===== config.mk =====
export PLATFORM = sky130hd
export DESIGN_NAME = status_led_flash_sequencer
export DESIGN_NICKNAME = d
export VERILOG_FILES = /design/src/hdl/slfs_pkg.sv /design/src/hdl/slfs_cfg_regs.sv /design/src/hdl/slfs_core.sv /design/src/hdl/status_led_flash_sequencer.sv
export SDC_FILE = /design/constraint.sdc
export NUM_CORES = 1
export LEC_CHECK = 0
export BUFFER_PORTS_ARGS = -buffer_cell sky130_fd_sc_hd__buf_2
export CAP_MARGIN = 0
export CORE_MARGIN = 3
export CORE_UTILIZATION = 65
export CTS_CLUSTER_DIAMETER = 40
export DETAILED_ROUTE_END_ITERATION = 8
export PLACE_DENSITY = 0.81
export SYNTH_ARGS = -nofsm -noshare
export SYNTH_HDL_FRONTEND = slang
export SYNTH_SLANG_ARGS = --single-unit

===== constraint.sdc =====
create_clock -name clk_i -period 14.99 [get_ports clk_i]
set_input_delay 0 -clock clk_i [delete_from_list [all_inputs] [get_ports clk_i]]
set_output_delay 0 -clock clk_i [all_outputs]
set_load 0.01 [all_outputs]

===== src/hdl/slfs_pkg.sv =====
// ----------------------------------------------------------------------------
// slfs_pkg
// Types, register codes and helpers shared by the status LED flash sequencer.
// ----------------------------------------------------------------------------
package slfs_pkg;

  localparam int unsigned MaxFlashes = 3;
  localparam int unsigned CntW       = 16;
  localparam int unsigned TickW      = 32;
  localparam int unsigned CodeW      = 3;
  localparam int unsigned FlashW     = 2;
  localparam int unsigned CfgIdxW    = 3;

  localparam logic [CntW-1:0] FlashOnRst    = 16'd200;
  localparam logic [CntW-1:0] FlashGapRst   = 16'd200;
  localparam logic [CntW-1:0] SeqGapRst     = 16'd1000;
  localparam logic [CntW-1:0] OvrPeriodRst  = 16'd100;
  localparam logic [CntW-1:0] BcastPeriodRst = 16'd1000;

  typedef enum logic [CfgIdxW-1:0] {
    CFG_FLASH_ON     = 3'd0,
    CFG_FLASH_GAP    = 3'd1,
    CFG_SEQ_GAP      = 3'd2,
    CFG_OVR_PERIOD   = 3'd3,
    CFG_BCAST_PERIOD = 3'd4,
    CFG_BCAST_EN     = 3'd5
  } cfg_idx_e;

  typedef enum logic [CodeW-1:0] {
    ST_INIT        = 3'd0,
    ST_OPERATIONAL = 3'd1,
    ST_WARNING     = 3'd2,
    ST_BUS_OFF     = 3'd3,
    ST_DFU         = 3'd4
  } status_e;

  typedef enum logic [2:0] {
    PH_START     = 3'd0,
    PH_FLASH_ON  = 3'd1,
    PH_FLASH_GAP = 3'd2,
    PH_SEQ_GAP   = 3'd3,
    PH_INIT_ON   = 3'd4,
    PH_INIT_OFF  = 3'd5,
    PH_SINGLE    = 3'd6
  } phase_e;

  typedef struct packed {
    logic [CntW-1:0] flash_on;
    logic [CntW-1:0] flash_gap;
    logic [CntW-1:0] seq_gap;
    logic [CntW-1:0] ovr_period;
    logic [CntW-1:0] bcast_period;
    logic            bcast_en;
  } cfg_t;

  typedef struct packed {
    logic             led_lit;
    logic             bcast_valid;
    logic [CodeW-1:0] bcast_status;
  } result_t;

  // A zero length segment still lasts one tick.
  function automatic logic [CntW-1:0] seg_len(input logic [CntW-1:0] v);
    seg_len = (v == '0) ? CntW'(1) : v;
  endfunction

  function automatic logic [FlashW-1:0] flash_target(input logic [CodeW-1:0] code);
    logic [FlashW-1:0] n;
    n = '0;
    unique case (code)
      ST_OPERATIONAL: n = FlashW'(1);
      ST_WARNING:     n = FlashW'(2);
      ST_DFU:         n = FlashW'(3);
      default:        n = '0;
    endcase
    if (32'(n) > MaxFlashes) n = FlashW'(MaxFlashes);
    flash_target = n;
  endfunction

endpackage


===== src/hdl/slfs_cfg_regs.sv =====
// ----------------------------------------------------------------------------
// slfs_cfg_regs
// Configuration register file; writes to unknown indexes are dropped.
// ----------------------------------------------------------------------------
module slfs_cfg_regs import slfs_pkg::*; (
  input  logic                 clk_i,
  input  logic                 rst_ni,
  input  logic                 wr_en_i,
  input  logic [CfgIdxW-1:0]   wr_idx_i,
  input  logic [CntW-1:0]      wr_data_i,
  output cfg_t                 cfg_o
);

  cfg_t cfg_q, cfg_d;

  always_comb begin
    cfg_d = cfg_q;
    if (wr_en_i) begin
      unique case (wr_idx_i)
        CFG_FLASH_ON:     cfg_d.flash_on     = wr_data_i;
        CFG_FLASH_GAP:    cfg_d.flash_gap    = wr_data_i;
        CFG_SEQ_GAP:      cfg_d.seq_gap      = wr_data_i;
        CFG_OVR_PERIOD:   cfg_d.ovr_period   = wr_data_i;
        CFG_BCAST_PERIOD: cfg_d.bcast_period = wr_data_i;
        CFG_BCAST_EN:     cfg_d.bcast_en     = wr_data_i[0];
        default:          cfg_d = cfg_q;
      endcase
    end
  end

  always_ff @(posedge clk_i or negedge rst_ni) begin
    if (!rst_ni) begin
      cfg_q.flash_on     <= FlashOnRst;
      cfg_q.flash_gap    <= FlashGapRst;
      cfg_q.seq_gap      <= SeqGapRst;
      cfg_q.ovr_period   <= OvrPeriodRst;
      cfg_q.bcast_period <= BcastPeriodRst;
      cfg_q.bcast_en     <= 1'b0;
    end else begin
      cfg_q <= cfg_d;
    end
  end

  assign cfg_o = cfg_q;

endmodule


===== src/hdl/slfs_core.sv =====
// ----------------------------------------------------------------------------
// slfs_core
// Pattern state and the per-tick update that yields the LED level and the
// broadcast decision in a single pass.
// ----------------------------------------------------------------------------
module slfs_core import slfs_pkg::*; (
  input  logic             clk_i,
  input  logic             rst_ni,
  input  logic             tick_i,
  input  logic [CodeW-1:0] code_i,
  input  logic             ovr_i,
  input  cfg_t             cfg_i,
  output result_t          res_o
);

  logic              led_q, led_d;
  logic [CodeW-1:0]  latched_q, latched_d;
  phase_e            phase_q, phase_d;
  logic [FlashW-1:0] flashes_q, flashes_d;
  logic [CntW-1:0]   cnt_q, cnt_d;
  logic              ovr_q, ovr_d;
  logic [TickW-1:0]  uptime_q, uptime_d;
  logic [TickW-1:0]  last_q, last_d;
  logic [TickW-1:0]  elapsed;
  logic [FlashW-1:0] flashes_inc;
  logic              bcast_fire;

  always_comb begin
    led_d       = led_q;
    latched_d   = latched_q;
    phase_d     = phase_q;
    flashes_d   = flashes_q;
    cnt_d       = cnt_q;
    ovr_d       = ovr_i;
    last_d      = last_q;
    uptime_d    = uptime_q + TickW'(1);
    bcast_fire  = 1'b0;
    flashes_inc = flashes_q + FlashW'(1);
    elapsed     = uptime_d - last_q;

    // An override change takes effect before the segment logic.
    if (ovr_i != ovr_q) begin
      if (ovr_i) begin
        led_d   = 1'b1;
        phase_d = PH_START;
        cnt_d   = '0;
      end else begin
        led_d = 1'b0;
      end
    end

    if (cnt_d == '0) begin
      unique case (phase_d)
        PH_FLASH_ON: begin
          led_d     = 1'b0;
          flashes_d = flashes_inc;
          if (flashes_inc < flash_target(latched_q)) begin
            phase_d = PH_FLASH_GAP;
            cnt_d   = seg_len(cfg_i.flash_gap);
          end else begin
            phase_d = PH_SEQ_GAP;
            cnt_d   = seg_len(cfg_i.seq_gap);
          end
        end
        PH_FLASH_GAP: begin
          led_d   = 1'b1;
          phase_d = PH_FLASH_ON;
          cnt_d   = seg_len(cfg_i.flash_on);
        end
        PH_INIT_ON: begin
          led_d   = 1'b0;
          phase_d = PH_INIT_OFF;
          cnt_d   = seg_len(cfg_i.flash_gap);
        end
        default: begin
          // Start of a new pattern: latch the requested code.
          latched_d = code_i;
          flashes_d = '0;
          cnt_d     = seg_len(cfg_i.flash_on);
          if (ovr_i) begin
            led_d   = 1'b1;
            phase_d = PH_SINGLE;
            cnt_d   = seg_len(cfg_i.ovr_period);
          end else begin
            unique case (code_i) inside
              ST_INIT: begin
                led_d   = 1'b1;
                phase_d = PH_INIT_ON;
              end
              ST_OPERATIONAL, ST_WARNING, ST_DFU: begin
                led_d   = 1'b1;
                phase_d = PH_FLASH_ON;
              end
              ST_BUS_OFF: begin
                led_d   = 1'b1;
                phase_d = PH_SINGLE;
              end
              default: phase_d = PH_SINGLE;
            endcase
          end
        end
      endcase
    end

    cnt_d = cnt_d - CntW'(1);

    if (cnt_d == '0 &&
        (phase_d == PH_SEQ_GAP || phase_d == PH_INIT_OFF || phase_d == PH_SINGLE)) begin
      phase_d = PH_START;
      if (cfg_i.bcast_en && elapsed >= TickW'(cfg_i.bcast_period)) begin
        bcast_fire = 1'b1;
        last_d     = uptime_d;
      end
    end
  end

  always_comb begin
    res_o         = '0;
    res_o.led_lit = led_d;
    if (bcast_fire) begin
      res_o.bcast_valid  = 1'b1;
      res_o.bcast_status = latched_d;
    end
  end

  always_ff @(posedge clk_i or negedge rst_ni) begin
    if (!rst_ni) begin
      led_q     <= 1'b0;
      latched_q <= ST_INIT;
      phase_q   <= PH_START;
      flashes_q <= '0;
      cnt_q     <= '0;
      ovr_q     <= 1'b0;
      uptime_q  <= '0;
      last_q    <= '0;
    end else if (tick_i) begin
      led_q     <= led_d;
      latched_q <= latched_d;
      phase_q   <= phase_d;
      flashes_q <= flashes_d;
      cnt_q     <= cnt_d;
      ovr_q     <= ovr_d;
      uptime_q  <= uptime_d;
      last_q    <= last_d;
    end
  end

endmodule


===== src/hdl/status_led_flash_sequencer.sv =====
// ----------------------------------------------------------------------------
// status_led_flash_sequencer
// Tick-driven status LED pattern generator with periodic status broadcast.
// ----------------------------------------------------------------------------
// The result word is registered and shows in the cycle after its tick word is accepted.
// Throughput: one tick word per cycle; the pattern update is a single
// counter and compare pass into the output register.
// A waiting result blocks input only when the downstream side stalls.
// Reset (asynchronous, active low) restores register defaults and waits at
// the start of a pattern with the LED off; the first tick latches its code.
// ----------------------------------------------------------------------------
module status_led_flash_sequencer import slfs_pkg::*; (
  input  logic               clk_i,
  input  logic               rst_ni,
  input  logic               s_axis_tvalid_i,
  output logic               s_axis_tready_o,
  input  logic [7:0]         s_axis_tdata_i,   // [2:0] status_code, [3] override_on
  output logic               m_axis_tvalid_o,
  input  logic               m_axis_tready_i,
  output logic [7:0]         m_axis_tdata_o,   // [0] led_lit, [1] broadcast_valid,
                                               // [4:2] broadcast_status
  input  logic               cfg_valid_i,
  output logic               cfg_ready_o,
  input  logic [CfgIdxW-1:0] cfg_index_i,
  input  logic [CntW-1:0]    cfg_data_i
);

  cfg_t    cfg;
  result_t res;
  result_t res_q;
  logic    out_valid_q;
  logic    tick;

  assign cfg_ready_o     = 1'b1;
  assign s_axis_tready_o = !out_valid_q || m_axis_tready_i;
  assign tick            = s_axis_tvalid_i && s_axis_tready_o;

  slfs_cfg_regs u_cfg (
    .clk_i     (clk_i),
    .rst_ni    (rst_ni),
    .wr_en_i   (cfg_valid_i && cfg_ready_o),
    .wr_idx_i  (cfg_index_i),
    .wr_data_i (cfg_data_i),
    .cfg_o     (cfg)
  );

  slfs_core u_core (
    .clk_i  (clk_i),
    .rst_ni (rst_ni),
    .tick_i (tick),
    .code_i (s_axis_tdata_i[2:0]),
    .ovr_i  (s_axis_tdata_i[3]),
    .cfg_i  (cfg),
    .res_o  (res)
  );

  always_ff @(posedge clk_i or negedge rst_ni) begin
    if (!rst_ni) begin
      out_valid_q <= 1'b0;
    end else if (tick) begin
      out_valid_q <= 1'b1;
    end else if (m_axis_tready_i) begin
      out_valid_q <= 1'b0;
    end
  end

  always_ff @(posedge clk_i) begin
    if (tick) begin
      res_q <= res;
    end
  end

  assign m_axis_tvalid_o = out_valid_q;
  assign m_axis_tdata_o  = {3'b000, res_q.bcast_status, res_q.bcast_valid, res_q.led_lit};

endmodule

* Word-level counts from Yosys, hierarchy flattened
Cells that the tools add are included.
** Storage, ports and cells
- Register bits :: 177
- Bits of input ports :: 32
- Output and inout bits :: 11
- Logic and storage cells :: 108
** Operators by class
- $add $sub $neg :: 4
- Order comparisons :: 2
- Equality and inequality tests :: 19
- Mux-type cells :: 35
- Bitwise gates (word level) :: 1
- Reductions and logical operators :: 29
** Operators with widths (count)
- $mux W16 :: 9
- $logic_not A16 Y1 :: 6
- $pmux W16 S3 :: 1
- $add A32 B1 Y32 const B :: 1
- $ge A32 B16 Y1 :: 1
- $sub A32 B32 Y32 :: 1
- $eq A3 B2 Y1 const B :: 7
- $eq A3 B3 Y1 const B :: 7
- $mux W3 :: 7
- $sub A16 B1 Y16 const B :: 1
- $eq A3 B1 Y1 const B :: 4
- $reduce_and A2 Y1 :: 6
- $mux W1 :: 10
- $pmux W3 S3 :: 1
- $logic_not A3 Y1 :: 2
- $pmux W2 S3 :: 1
- $pmux W3 S2 :: 1
- $reduce_and A3 Y1 :: 2
- $reduce_or A3 Y1 :: 2
- $reduce_or A5 Y1 :: 1
- $mux W2 :: 2
- $mux W4 :: 1
- $pmux W2 S2 :: 1
- $reduce_or A2 Y1 :: 2
- other kinds (9) :: 13

* Longest topological paths before layout
- Depth in word-level cells :: 15
- Mapped depth :: 25
- Mapped depth without buffers :: 23

* Cells and area by module
From an unflattened synthesis, not the netlist that was laid out.
** Unflattened totals
- Cells, all modules :: 1254
- Area, all modules :: 11903.9 µm²
** By module, submodules not included
- slfs_core :: times used 1, cells an instance 1063, area an instance 8520.7 µm², seq. area each 2252.2 µm²
- slfs_cfg_regs :: times used 1, cells an instance 176, area an instance 3141.8 µm², seq. area each 2053.2 µm²
- status_led_flash_sequencer :: times used 1, cells an instance 15, area an instance 241.5 µm², seq. area each 175.2 µm²

* Least setup slack after synthesis
Ideal clock, no wire load.
- Path type :: reg-to-reg
- Start point :: register u_core.uptime_q[0]
- End point :: register u_core.last_q[10]
- Library setup time :: 0.125 ns
- Arrival :: 4.740 ns
- Required time :: 14.865 ns
- Slack :: 10.125 ns
- Stages on the path, launching flop included :: 24
- Buffers on the path :: 3
- Period minus slack after synthesis :: 4.865 ns
- Path through :: dfrtp_1 -> ha_1 -> nand3_1 -> nor2_1 -> nand3_1 -> nor2_1 -> nand3_1 -> nor2_1 -> xor2_1 -> ha_1 -> clkbuf_1 -> a21oi_1 -> o21ai_0 -> nor3_1 -> nand3_1 -> a221o_1 -> xnor2_1 -> a21bo_2 -> nor4_1 -> nand4_1 -> and4_1 -> buf_6 -> buf_12 -> mux2_4
** Between the ends
- Cells in the longest elaborated chain, start to end :: 5
** Ends and longest elaborated chain
- start: declaration :: line slfs_core.sv:22 : logic [TickW-1:0] uptime_q, uptime_d;
- start signal: assignment :: line slfs_core.sv:143 : uptime_q <= uptime_d;
- $add A32 B1 Y32 :: line slfs_core.sv:36 : uptime_d = uptime_q + TickW'(1);
- net u_core.uptime_d[20] :: line slfs_core.sv:22
- $sub A32 B32 Y32 :: line slfs_core.sv:39 : elapsed = uptime_d - last_q;
- $ge A32 B16 Y1 :: line slfs_core.sv:110 : if (cfg_i.bcast_en && elapsed >= TickW'(cfg_i.bcast_period)) begin
- $logic_and A1 B1 Y1 :: line slfs_core.sv:110
- $reduce_and A3 Y1 (no source line)
- end signal: assignment :: line slfs_core.sv:144 : last_q <= last_d;
- end: declaration :: line slfs_core.sv:23 : logic [TickW-1:0] last_q, last_d;
The timed path passes the listed nets, and every way through them passes these cells.
A chain may end at the register's enable or synchronous reset.

* Worst setup path after layout
- Start point :: register u_core.phase_q[0]
- End point :: register u_core.last_q[2]
** Between the ends
- Elaborated cells between the ends (all ways) :: 18
- Classes of those cells :: 1 x add/sub; 6 x eq/ne; 6 x mux; 5 x reduce/logical
** RTL lines
- start: declaration :: line slfs_core.sv:18 : phase_e phase_q, phase_d;
- start signal: assignment :: line slfs_core.sv:139 : phase_q <= phase_d;
- $mux W3 :: line slfs_core.sv:43 : if (ovr_i) begin
- $mux W3 (*) :: line slfs_core.sv:42 : if (ovr_i != ovr_q) begin
- $eq A3 B3 Y1 (tied with other cells) :: line slfs_core.sv:53 : unique case (phase_d)
- $pmux W16 S3 (*) :: line slfs_core.sv:53
- $mux W16 (*) :: line slfs_core.sv:52 : if (cnt_d == '0) begin
- $sub A16 B1 Y16 (*) :: line slfs_core.sv:105 : cnt_d = cnt_d - CntW'(1);
- net u_core.cnt_d[0] :: line slfs_core.sv:20 : logic [CntW-1:0] cnt_q, cnt_d;
- $logic_not A16 Y1 (*) :: line slfs_core.sv:107 : if (cnt_d == '0 &&
- $logic_and A1 B1 Y1 (*) :: line slfs_core.sv:107
- $reduce_and A3 Y1 (no source line) (*)
Mark *: on every way through the listed nets, which the timed path passes. The rest lies on a longest branch.

==> metrics.txt <==
most common cell after layout, fill and taps aside=dfrtp_1; average size of a mapped cell=9.51 µm²; min cycle time layout=6450 ps; R2R depth=15; total global routing overflow=0; post-route ant nets=0; Worst-path clk slew=80 ps; core region area=17500 µm²; Pwr Total=2.02 mW; Setup crit start=u_core.phase_q[0]; Die Ht=141 µm; critical path class=register to register; 1st-iter DRT viols=927; I/O pins=43; Initial Util=0.675; pre-CTS WS=8750 ps; drt drc=0; Synth cell types=94; Main synth FF type=dfrtp_1; Final setup viols=0; Critical Path RT=15330 ps; WL/cell=20.2 µm; Layout area overhead=9.30%; hpwl dp=21400 µm; VDD IR max=0.136 mV; share of layout cells above drive strength 1=0.179; CTS sink count=177; final WL=30700 µm; RSZ-0062 raised after global routing=false; LEAKAGE=5.45 nW; Worst Skew=13.8 ps; IO buf count=34; Non-Filler Instances=1517; sequential-to-total area share from yosys stat=0.378; Worst-Skew Late Latency=approximately 450 ps; Worst setup SP type=register; vias=9809; H-Tree Depth=4; final hold violations=0; DP Cell Count=1460; slowest stage cell, crit path=and4_2; die area=19900 µm²; critical-path cell list=nor3b_2 -> and2_1 -> o22ai_4 -> a2111oi_4 -> nor2_1 -> inv_1 -> ha_1 -> inv_1 -> nor4_1 -> nand4_1 -> xor2_1 -> nand3_1 -> nor3_2 -> and4_2 -> mux2_1; status=finished clean; CTS tree=built; Fin Hold WS=around 66 ps; synthesized area=11800 µm²; Post-synth EDFFs=5; n_diodes=0; global-route wire length before repair=51000 µm; Max Freq=155 MHz; fin. max-slew vios=0; Post-Syn Instances=1246; Layout fillers=roughly 1200; GRT Util Overall=0.321; Most Frequent Cell on Critical Path=inv_1; Power Dens Cells=156 nW/µm²; Max-slew headroom=0.266; Hold Crit Class=primary input to async pin; clock root cell=clkbuf_16; Tightest Pin Transition=around 1100 ps; YS warnings=0; chip width=around 140 µm; Largest stage delay, worst path=1020 ps; synthesis-stage register bit count=177; post-cts repair resize count=0; Critical Path Sink Type=register; r2r startpoint=u_core.phase_q[0]; crit-path max FO=32; largest net degree at the start of global routing=67; critical path arrival=~6800 ps; Num CTS Buffers=17; crit share post-route=0.431; commonest non-fill, non-tap cells in the layout=dfrtp_1, nand2_1, nor2_1; Async SR Flop Fraction=0.972; Via density=6.47; TritonRoute pass-1 iters=6; vias in the first global route=9754; initial antenna violation count=0; layout net count=1363; Rows=48; clk buf depth=2; Fin Setup TNS=0 ps; placer congestion estimate=0.979; Final WS setup=8540 ps; max_cap viols=0
## worst max-delay path, delay by kind of cell (launching register included)
family | cells | cell delay, ps
AND/OR/NAND/NOR | 8 | 3730
XOR/XNOR | 1 | 280
AO/OA/AOI/OAI | 2 | 690
multiplexers | 1 | 380
flip-flops | 1 | 850
adder cells (fa/ha/maj) | 1 | 220
buffers and inverters | 2 | 150
## per-stage QoR
step / instance area (µm²) / utilization
detailed placement: 12100 / 0.690
global placement: 12100 / 0.690
finish: 12900 / 0.738
CTS: 12900 / 0.738
global route: 12900 / 0.738
floorplan: 11900 / -
## sequential cells by signal, summed over array words and instances, names as in the netlist, 2 cells and up
| signal | count |
|---|---|
| u_cfg.cfg_o | 81 |
| u_core.last_q | 32 |
| u_core.uptime_q | 32 |
| u_core.cnt_q | 16 |
| m_axis_tdata_o | 5 |
| u_core.latched_q | 3 |
| u_core.phase_q | 3 |
| u_core.flashes_q | 2 |
## cell usage after synthesis (all sizes together) (12+ instances only)
| library cell | number | area, µm² |
|---|---|---|
| clkbuf | 39 | 146 |
| nand3 | 46 | 230 |
| nand4 | 24 | 150 |
| a211oi | 12 | 103 |
| dfrtp | 151 | 3780 |
| o211ai | 13 | 103 |
| o21ai | 78 | 390 |
| nor4 | 24 | 150 |
| xor2 | 44 | 385 |
| dfstp | 21 | 552 |
| nor2 | 78 | 295 |
| buf | 22 | 196 |
| ha | 51 | 638 |
| nor3 | 30 | 160 |
| mux2 | 101 | 1240 |
| a21oi | 47 | 239 |
| nand2 | 140 | 528 |
| inv | 70 | 263 |
| xnor2 | 62 | 543 |
## timing repair
item | 4_1_cts | 5_1_grt
setup buffers | 0 | 0
hold endpoints to repair | 137 | 0
hold buffers | 25 | 0
setup endpoints to repair | 0 | 0
## power breakdown
part | total, mW | internal, mW | switching (mW) | leakage [nW]
Combinational | 0.865 | 0.352 | 0.513 | 3.00
Clock | 0.463 | 0.257 | 0.206 | 0.276
Sequential | 0.688 | 0.577 | 0.111 | 2.18
## logic make-up after synthesis
kind of cell,count (synthesis),synth area share
and+or+nand+nor,407,0.169
AOI/OAI and AO/OA,258,0.152
DFF,177,0.378
buffers and inverters,132,0.0514
muxes,112,0.114
xor gates and xnor gates,106,0.0784
adders and majority gates,52,0.0556
other,2,0.000634
## worst paths after layout
| path | end | slack [ps] |
|---|---|---|
| setup / recovery | u_core.last_q[2] | 8540 |
| hold / removal | u_cfg.cfg_o[43] | 70 |
| setup reg to reg | u_core.last_q[2] | 8540 |
| hold reg to reg | u_core.last_q[3] | 490 |
| max in group asynchronous | u_core.uptime_q[30] | 13720 |
| min in group clk_i | u_core.ovr_q | 110 |
## routing by layer
metal / vias to the layer above / share of wire / GRT usage
met5: - / 0 / 0
li1: 4548 / - / -
met1: 4751 / 0.45 / 0.458
met3: 62 / 0.079 / 0.0624
met2: 448 / 0.45 / 0.499
met4: 0 / 0.023 / 0.0994
## cell type report
class / instances / area [µm²] / share of cell area
multi-input combinational: 939 / 6780 / 0.524
sequential: 177 / 4480 / 0.346
timing repair buffer: 73 / 532 / 0.0411
clock buffer: 19 / 453 / 0.0350
tap: 225 / 282 / 0.0217
inverter: 71 / 267 / 0.0206
clock inverter: 13 / 149 / 0.0115
Note: power is estimated with default switching activity, not from simulation.
